--- src/design/ssrc_pkg.sv ---
// Shared types and constants for the shadow return-address stack checker.
package ssrc_pkg;

  localparam int STATUS_W = 4;
  localparam int CFG_INDEX_W = 2;
  localparam int CFG_DATA_W = 3;

  typedef enum logic [STATUS_W-1:0] {
    STATUS_FILTERED  = 4'd0,
    STATUS_PUSHED    = 4'd1,
    STATUS_UNKNOWN   = 4'd2,
    STATUS_READ_ERR  = 4'd3,
    STATUS_MATCH     = 4'd4,
    STATUS_VIOLATION = 4'd5,
    STATUS_EMPTY     = 4'd6,
    STATUS_FOLLOW    = 4'd7,
    STATUS_FULL      = 4'd8
  } status_e;

  localparam logic KIND_CALL = 1'b0;
  localparam logic KIND_RETURN = 1'b1;

  localparam logic [CFG_INDEX_W-1:0] REG_FILTER_ENABLE = 2'd0;
  localparam logic [CFG_INDEX_W-1:0] REG_WATCHED_THREAD = 2'd1;
  localparam logic [CFG_INDEX_W-1:0] REG_FIXUP_ENABLE = 2'd2;

  typedef enum logic [1:0] {
    S_IDLE,
    S_REC,
    S_STORE
  } state_e;

  // Facts about one event once both memory reads have returned.
  typedef struct packed {
    logic active;
    logic kind;
    logic read_ok;
    logic target_known;
    logic ret_immediate;
    logic empty;
    logic full;
    logic match;
    logic fixup;
  } eval_in_t;

  // Decision for one event.
  typedef struct packed {
    status_e status;
    logic    push;
    logic    pop;
    logic    count_viol;
    logic    count_nonroot;
    logic    repair;
    logic    show_expected;
    logic    show_found;
  } eval_ctl_t;

endpackage

--- src/design/ssrc_eval.sv ---
// Outcome decision for one call or return event.
module ssrc_eval (
  input  ssrc_pkg::eval_in_t  ev,
  output ssrc_pkg::eval_ctl_t ctl
);

  always_comb begin
    ctl = '0;
    ctl.status = ssrc_pkg::STATUS_FILTERED;
    if (ev.active) begin
      if (ev.kind == ssrc_pkg::KIND_CALL) begin
        if (!ev.read_ok) begin
          ctl.status = ssrc_pkg::STATUS_READ_ERR;
        end else if (!ev.target_known) begin
          ctl.status = ssrc_pkg::STATUS_UNKNOWN;
        end else if (ev.full) begin
          ctl.status = ssrc_pkg::STATUS_FULL;
        end else begin
          ctl.status = ssrc_pkg::STATUS_PUSHED;
          ctl.push = 1'b1;
        end
      end else if (ev.empty) begin
        ctl.status = ssrc_pkg::STATUS_EMPTY;
        ctl.count_nonroot = 1'b1;
      end else begin
        ctl.show_expected = 1'b1;
        if (!ev.read_ok) begin
          ctl.status = ssrc_pkg::STATUS_READ_ERR;
          ctl.pop = 1'b1;
        end else begin
          ctl.show_found = 1'b1;
          if (ev.match) begin
            ctl.status = ssrc_pkg::STATUS_MATCH;
            ctl.pop = 1'b1;
          end else if (ev.ret_immediate) begin
            // Exempt site: the transfer is allowed and the entry stays.
            ctl.status = ssrc_pkg::STATUS_FOLLOW;
          end else begin
            ctl.status = ssrc_pkg::STATUS_VIOLATION;
            ctl.pop = 1'b1;
            ctl.count_viol = 1'b1;
            ctl.repair = ev.fixup;
          end
        end
      end
    end
  end

endmodule

--- config.mk ---
export PLATFORM = sky130hd
export DESIGN_NAME = ssrc_eval
export DESIGN_NICKNAME = d
export VERILOG_FILES = /design/src/design/ssrc_pkg.sv /design/src/design/ssrc_eval.sv
export SDC_FILE = /design/constraint.sdc
export NUM_CORES = 1
export LEC_CHECK = 0
export CELL_PAD_IN_SITES_DETAIL_PLACEMENT = 0
export CELL_PAD_IN_SITES_GLOBAL_PLACEMENT = 2
export CORE_AREA = 4 4 41 43
export DETAILED_ROUTE_END_ITERATION = 7
export DIE_AREA = 0 0 45 47
export DONT_BUFFER_PORTS = 1
export GPL_ROUTABILITY_DRIVEN = 1
export PLACE_DENSITY_LB_ADDON = 0.2
export SLEW_MARGIN = 20
export SYNTH_ARGS = -nofsm -noshare
export SYNTH_HDL_FRONTEND = slang
export SYNTH_SLANG_ARGS = --single-unit
--- constraint.sdc ---
create_clock -name vclk -period 0.8
set_input_delay 0.08 -clock vclk [all_inputs]
set_output_delay 0.08 -clock vclk [all_outputs]
set_load 0.03 [all_outputs]
==> results of run 1 <==
[worst max path at each step]
stage               slack [ns]  endpoint  cells after the start
detailed placement        0.06    ctl[2]                      2
floorplan                -0.02   ctl[10]                      3
finish                    0.07    ctl[2]                      2
global route              0.05    ctl[2]                      2
CTS                       0.06    ctl[2]                      2
global placement          0.07    ctl[2]                      2
[report_power, final]
group	internal [uW]	total (uW)	switching [uW]
logic	34.7	92.7	58.0
clock network	0	0	0
registers	0	0	0
[per-stage QoR]
stage	TNS [ns]	hold slack (ns)
after floorplan	-0.0408	0.272
after global placement	0	0.338
after detailed placement	0	0.336
after CTS	0	0.336
after global routing	0	0.338
final	0	0.336
[layout by cell type, fill, tap and decap left out]
cell type,n
and2_2,3
buf_4,3
nor2b_1,2
nand3b_1,2
inv_1,2
nor2_1,2
and3_2,2
o211a_1,1
nand2_1,1
o311a_1,1
a21oi_1,1
nand2b_1,1
o221a_2,1
nand4b_1,1
and3b_4,1
nor3b_2,1
[cells by family (layout without fill, tap and decap cells)]
family	count (synthesis)	count (layout)
buffers and inverters	3	5
AO/OA/AOI/OAI	4	4
AND/OR/NAND/NOR	16	16
[cell type report]
class / count / area (um2)
tap: 15 / 18.8
timing repair buffer: 3 / 22.5
fill: 159 / 1100
inverter: 2 / 7.51
multi-input combinational: 20 / 153
[metal layers]
metal	global-route usage (%)	up-vias	routed length [um]
li1	-	87	-
met1	7.19	80	228
met2	7.63	12	251
met3	0.766	0	81
met4	0	0	0
met5	0	-	0
==> flow_metrics.env, run 1 <==
export IMPL_synthMuxAreaShare_pct=0
export IMPL_p_per_area_nw_per_um2=460
export IMPL_grt_use_total_pct=4.80
export IMPL_critPathLaunchType="primary input"
export IMPL_yosys_top_cells_area="and2_2 (14%), nand3b_1 (9.0%), and3b_4 (7.5%), nor2b_1 (7.5%), nor3b_2 (7.5%)"
export IMPL_syn_nets=32
export IMPL_syn_to_final_growth_pct=21.1
export IMPL_final_cell_count_no_fill=40
export IMPL_outcome="finished clean"
export IMPL_arrival_ns=0.65
export IMPL_initial_core_util_pct=12.8
export IMPL_vias_per_cell=4.48
export IMPL_post_drt_wl_per_cell_um=14.1
export IMPL_layout_min_cycle_time_ns=0.733
export IMPL_min_to="ctl[7]"
export IMPL_antenna_found_initial=0
export IMPL_yosysTopAreaCellShare_pct=13.5
export IMPL_max_slew_margin_pct=79.3
export IMPL_syn_area_per_cell_um2=7.24
export IMPL_ant_nets=0
export IMPL_yosys_top_cells_count="and2_2 (3), inv_1 (2), nand3b_1 (2), nor2_1 (2), nor2b_1 (2)"
export IMPL_die_width_um=45
export IMPL_grt_pass1_vias=156
export IMPL_post_cts_setup_buffer_count=0
export IMPL_synth_top_cell_by_area="and2_2"
export IMPL_utilization_pct=15.5
export IMPL_cp_num_buf_inv=0
export IMPL_ys_seq_area_share_pct=0
export IMPL_worstHoldStart="ev[8]"
export IMPL_synth_compound_area_share_pct=21.8
export IMPL_leakage_uw=0.0000921
export IMPL_synth_simple_area_share_pct=69.2
export IMPL_synth_top_family_by_area="simple AND/OR/NAND/NOR gates"
export IMPL_drc=0
export IMPL_finalHoldViolations=0
export IMPL_worstPathRequired_ns=0.72
export IMPL_setup_slack_ns=0.0672
export IMPL_first_pass_iters=1
export IMPL_yosysMostFrequentCell="and2_2"
export IMPL_grt_start_max_net_pins=10
export IMPL_port_buffers=0
export IMPL_ctsHoldBuffers=0
export IMPL_pre_cts_ws_ns=0.0621
export IMPL_cp_max_fo=5
export IMPL_cp_startpoint="ev[3]"
export IMPL_syn_inst=23
export IMPL_ys_types=17
export IMPL_hold_class="in -> out"
export IMPL_wirelength_um=562
export IMPL_end_kind="output port"
export IMPL_synth_xor_xnor_area_share_pct=0
export IMPL_rsz0062_at_grt="no"
export IMPL_crit_slowest_cell="and3b_4"
export IMPL_fmax_mhz=1360
export IMPL_ir_worst_vdd_mv=0.175
export IMPL_ios=20
export IMPL_layout_nets=36
export IMPL_dieArea_um2=2120
export IMPL_period_share_pct=91.6
export IMPL_num_vias=179
export IMPL_dp_cells=40
export IMPL_synth_fa_ha_area_share_pct=0
export IMPL_crit_family="simple AND/OR/NAND/NOR gates"
export IMPL_antenna_cells=0
export IMPL_max_stage_delay_ns=0.29
export IMPL_grt_ovfl_total=0
export IMPL_die_h_um=47
export IMPL_seqCellArea_um2=0
export IMPL_flops_and_latches=0
export IMPL_post_cts_resized=0
export IMPL_stdcell_area_um2=201
export IMPL_syn_area_um2=166
export IMPL_slew_violations=0
export IMPL_nClkBuffers=0
export IMPL_worstHoldPathCells=1
export IMPL_drtIter0Drc=0
export IMPL_rows=13
export IMPL_yosysWarnings=0
export IMPL_drv_cap=0
export IMPL_cp_cell_sequence="and3b_4 -> and3_2"
export IMPL_worst_pin_slew_ns=0.314
export IMPL_drive_gt1_share_pct=44.0
export IMPL_gp_congestion=0.600
export IMPL_core_um2=1300
export IMPL_path_class="in -> out"
export IMPL_total_power_uw=92.7
export IMPL_dpl_instance_area_um2=201
export IMPL_finalSetupViolCount=0
export IMPL_grt_pass1_wl_um=793
(Power assumes the default switching activity.)
==> run 2: changes to the inputs <==
Settings changed: ABC_AREA set to 1, SLEW_MARGIN 20 to 25.
==> flow_metrics.env, run 2 <==
export IMPL_arrival_ns=0.60
export IMPL_antenna_found_initial=0
export IMPL_layout_nets=55
export IMPL_p_int_uw=41.7
export IMPL_max_slew_margin_pct=82.7
export IMPL_grt_start_max_net_pins=7
export IMPL_cp_max_fo=4
export IMPL_critPathLaunchType="primary input"
export IMPL_grt_ovfl_total=0
export IMPL_leakage_uw=0.000149
export IMPL_slew_violations=0
export IMPL_synth_top_cell_by_area="inv_1"
export IMPL_syn_area_per_cell_um2=4.36
export IMPL_antenna_cells=0
export IMPL_vias_per_cell=3.97
export IMPL_finalHoldViolations=0
export IMPL_first_pass_iters=4
export IMPL_port_buffers=0
export IMPL_dieArea_um2=2120
export IMPL_die_width_um=45
export IMPL_syn_inst=35
export IMPL_gp_congestion=0.729
export IMPL_period_share_pct=85.0
export IMPL_num_vias=234
export IMPL_use_met2_pct=8.76
export IMPL_grt_use_total_pct=5.04
export IMPL_switching_share_pct=66.2
export IMPL_combinationalPowerShare_pct=100.0
export IMPL_syn_to_final_growth_pct=62.3
export IMPL_post_drt_wl_per_cell_um=9.44
export IMPL_gr_max_usage_layer="met2"
export IMPL_drv_cap=0
export IMPL_core_um2=1300
export IMPL_syn_area_um2=153
export IMPL_fillers=169
export IMPL_finalSetupViolCount=0
export IMPL_nClkBuffers=0
export IMPL_p_per_area_nw_per_um2=497
export IMPL_power_switching_uw=81.5
export IMPL_gr_usage_met3_pct=2.30
export IMPL_ant_nets=0
export IMPL_stdcell_area_um2=248
export IMPL_setup_slack_ns=0.120
export IMPL_drc=0
export IMPL_dpl_instance_area_um2=244
export IMPL_ys_seq_area_share_pct=0
export IMPL_p_seq_share_pct=0
export IMPL_seqCellArea_um2=0
export IMPL_hold_class="in -> out"
export IMPL_ys_types=10
export IMPL_yosys_top_cells_area="inv_1 (20%), nand2_1 (20%), nor2_1 (20%), nand3_1 (9.8%), nor2_2 (8.2%)"
export IMPL_end_kind="output port"
export IMPL_initial_core_util_pct=11.7
export IMPL_drive_gt1_share_pct=38.6
export IMPL_final_common_cell="buf_4"
export IMPL_pre_cts_ws_ns=0.0882
export IMPL_worstPathRequired_ns=0.72
export IMPL_path_class="in -> out"
export IMPL_grt_pass1_vias=229
export IMPL_cp_num_buf_inv=2
export IMPL_final_cell_mix="buf_4 (9), nand2_1 (8), inv_1 (7), nor2_1 (6), nor2_2 (4)"
export IMPL_die_h_um=47
export IMPL_grt_pass1_wl_um=862
export IMPL_pwr_share_clk_pct=0
export IMPL_yosysTopAreaCellShare_pct=19.7
export IMPL_finalSetupTns_ns=0
export IMPL_outcome="finished clean"
export IMPL_layout_min_cycle_time_ns=0.680
export IMPL_ir_worst_vdd_mv=0.0867
export IMPL_wirelength_um=557
export IMPL_cp_cell_sequence="inv_1 -> nand3_1 -> nor3_1 -> buf_4"
export IMPL_hpwl_um=518
export IMPL_yosysWarnings=0
export IMPL_crit_slowest_cell="buf_4"
export IMPL_syn_nets=44
export IMPL_yosys_top_cells_count="inv_1 (8), nand2_1 (8), nor2_1 (8), nand3_1 (3)"
export IMPL_flops_and_latches=0
export IMPL_rows=13
export IMPL_rsz0062_at_grt="no"
export IMPL_crit_family="simple AND/OR/NAND/NOR gates"
export IMPL_worst_pin_slew_ns=0.259
export IMPL_ios=20
export IMPL_fmax_mhz=1470
export IMPL_grt_met1_usage_pct=6.07
export IMPL_post_cts_setup_buffer_count=0
export IMPL_drtIter0Drc=4
export IMPL_max_stage_delay_ns=0.19
run 2: cell count changes in the layout (fill, tap and decap cells not counted), moves of 2 or more:
cell	change
nand2_1	+7
and3_2	-2
and2_2	-3
nor2_1	+4
nor2b_1	-2
inv_1	+5
nor3_1	+2
buf_4	+6
nor2_2	+4
nand3b_1	-2
nand3_1	+3
run 2: final cells by class:
cell class	count	area, um2	area share (%)
multi-input cells	26	124	50.0
inverters	9	37.5	15.2
well taps	15	18.8	7.58
repair buffers	9	67.6	27.3
run 2: per-layer routing:
metal	vias up	part of all wire (%)
met5	-	0
met4	0	0
met3	0	19
met2	15	42
met1	95	39
li1	124	-
run 2: repair_timing:
| action | in CTS | in global routing |
|---|---|---|
| resized for setup | 0 | 1 |
| hold endpoints to repair | 0 | 0 |
| hold buffers | 0 | 0 |
| endpoints found under the setup margin | 0 | 1 |
run 2: kinds of logic after synthesis:
family / share of synthesized area [%]
buf+inv: 22.1
simple gates: 74.6
compound gates: 3.28
run 2: stage by stage:
| step | hold WS [ns] | cells | total power, uW | util (%) |
|---|---|---|---|---|
| after floorplan | 0.227 | 35 | 89.8 | - |
| after global placement | 0.340 | 59 | 124 | 18.8 |
| after detailed placement | 0.342 | 59 | 124 | 18.8 |
| after global routing | 0.343 | 59 | 136 | 19.0 |
| after CTS | 0.342 | 59 | 124 | 18.8 |
| final | 0.338 | 59 | 123 | 19.0 |
run 2: power groups by stage:
stage / Combinational [uW] / Sequential [uW] / Clock (uW)
after floorplan: 89.8 / 0 / 0
after global placement: 124 / 0 / 0
after detailed placement: 124 / 0 / 0
after CTS: 124 / 0 / 0
after global routing: 136 / 0 / 0
final: 123 / 0 / 0
run 2: path summary, 6_finish.rpt:
| kind | start | cells after the start | endpoint | slack (ns) |
|---|---|---|---|---|
| worst max-delay path | ev[7] | 4 | ctl[6] | 0.12 |
| worst min-delay path | ev[3] | 2 | ctl[1] | 0.34 |
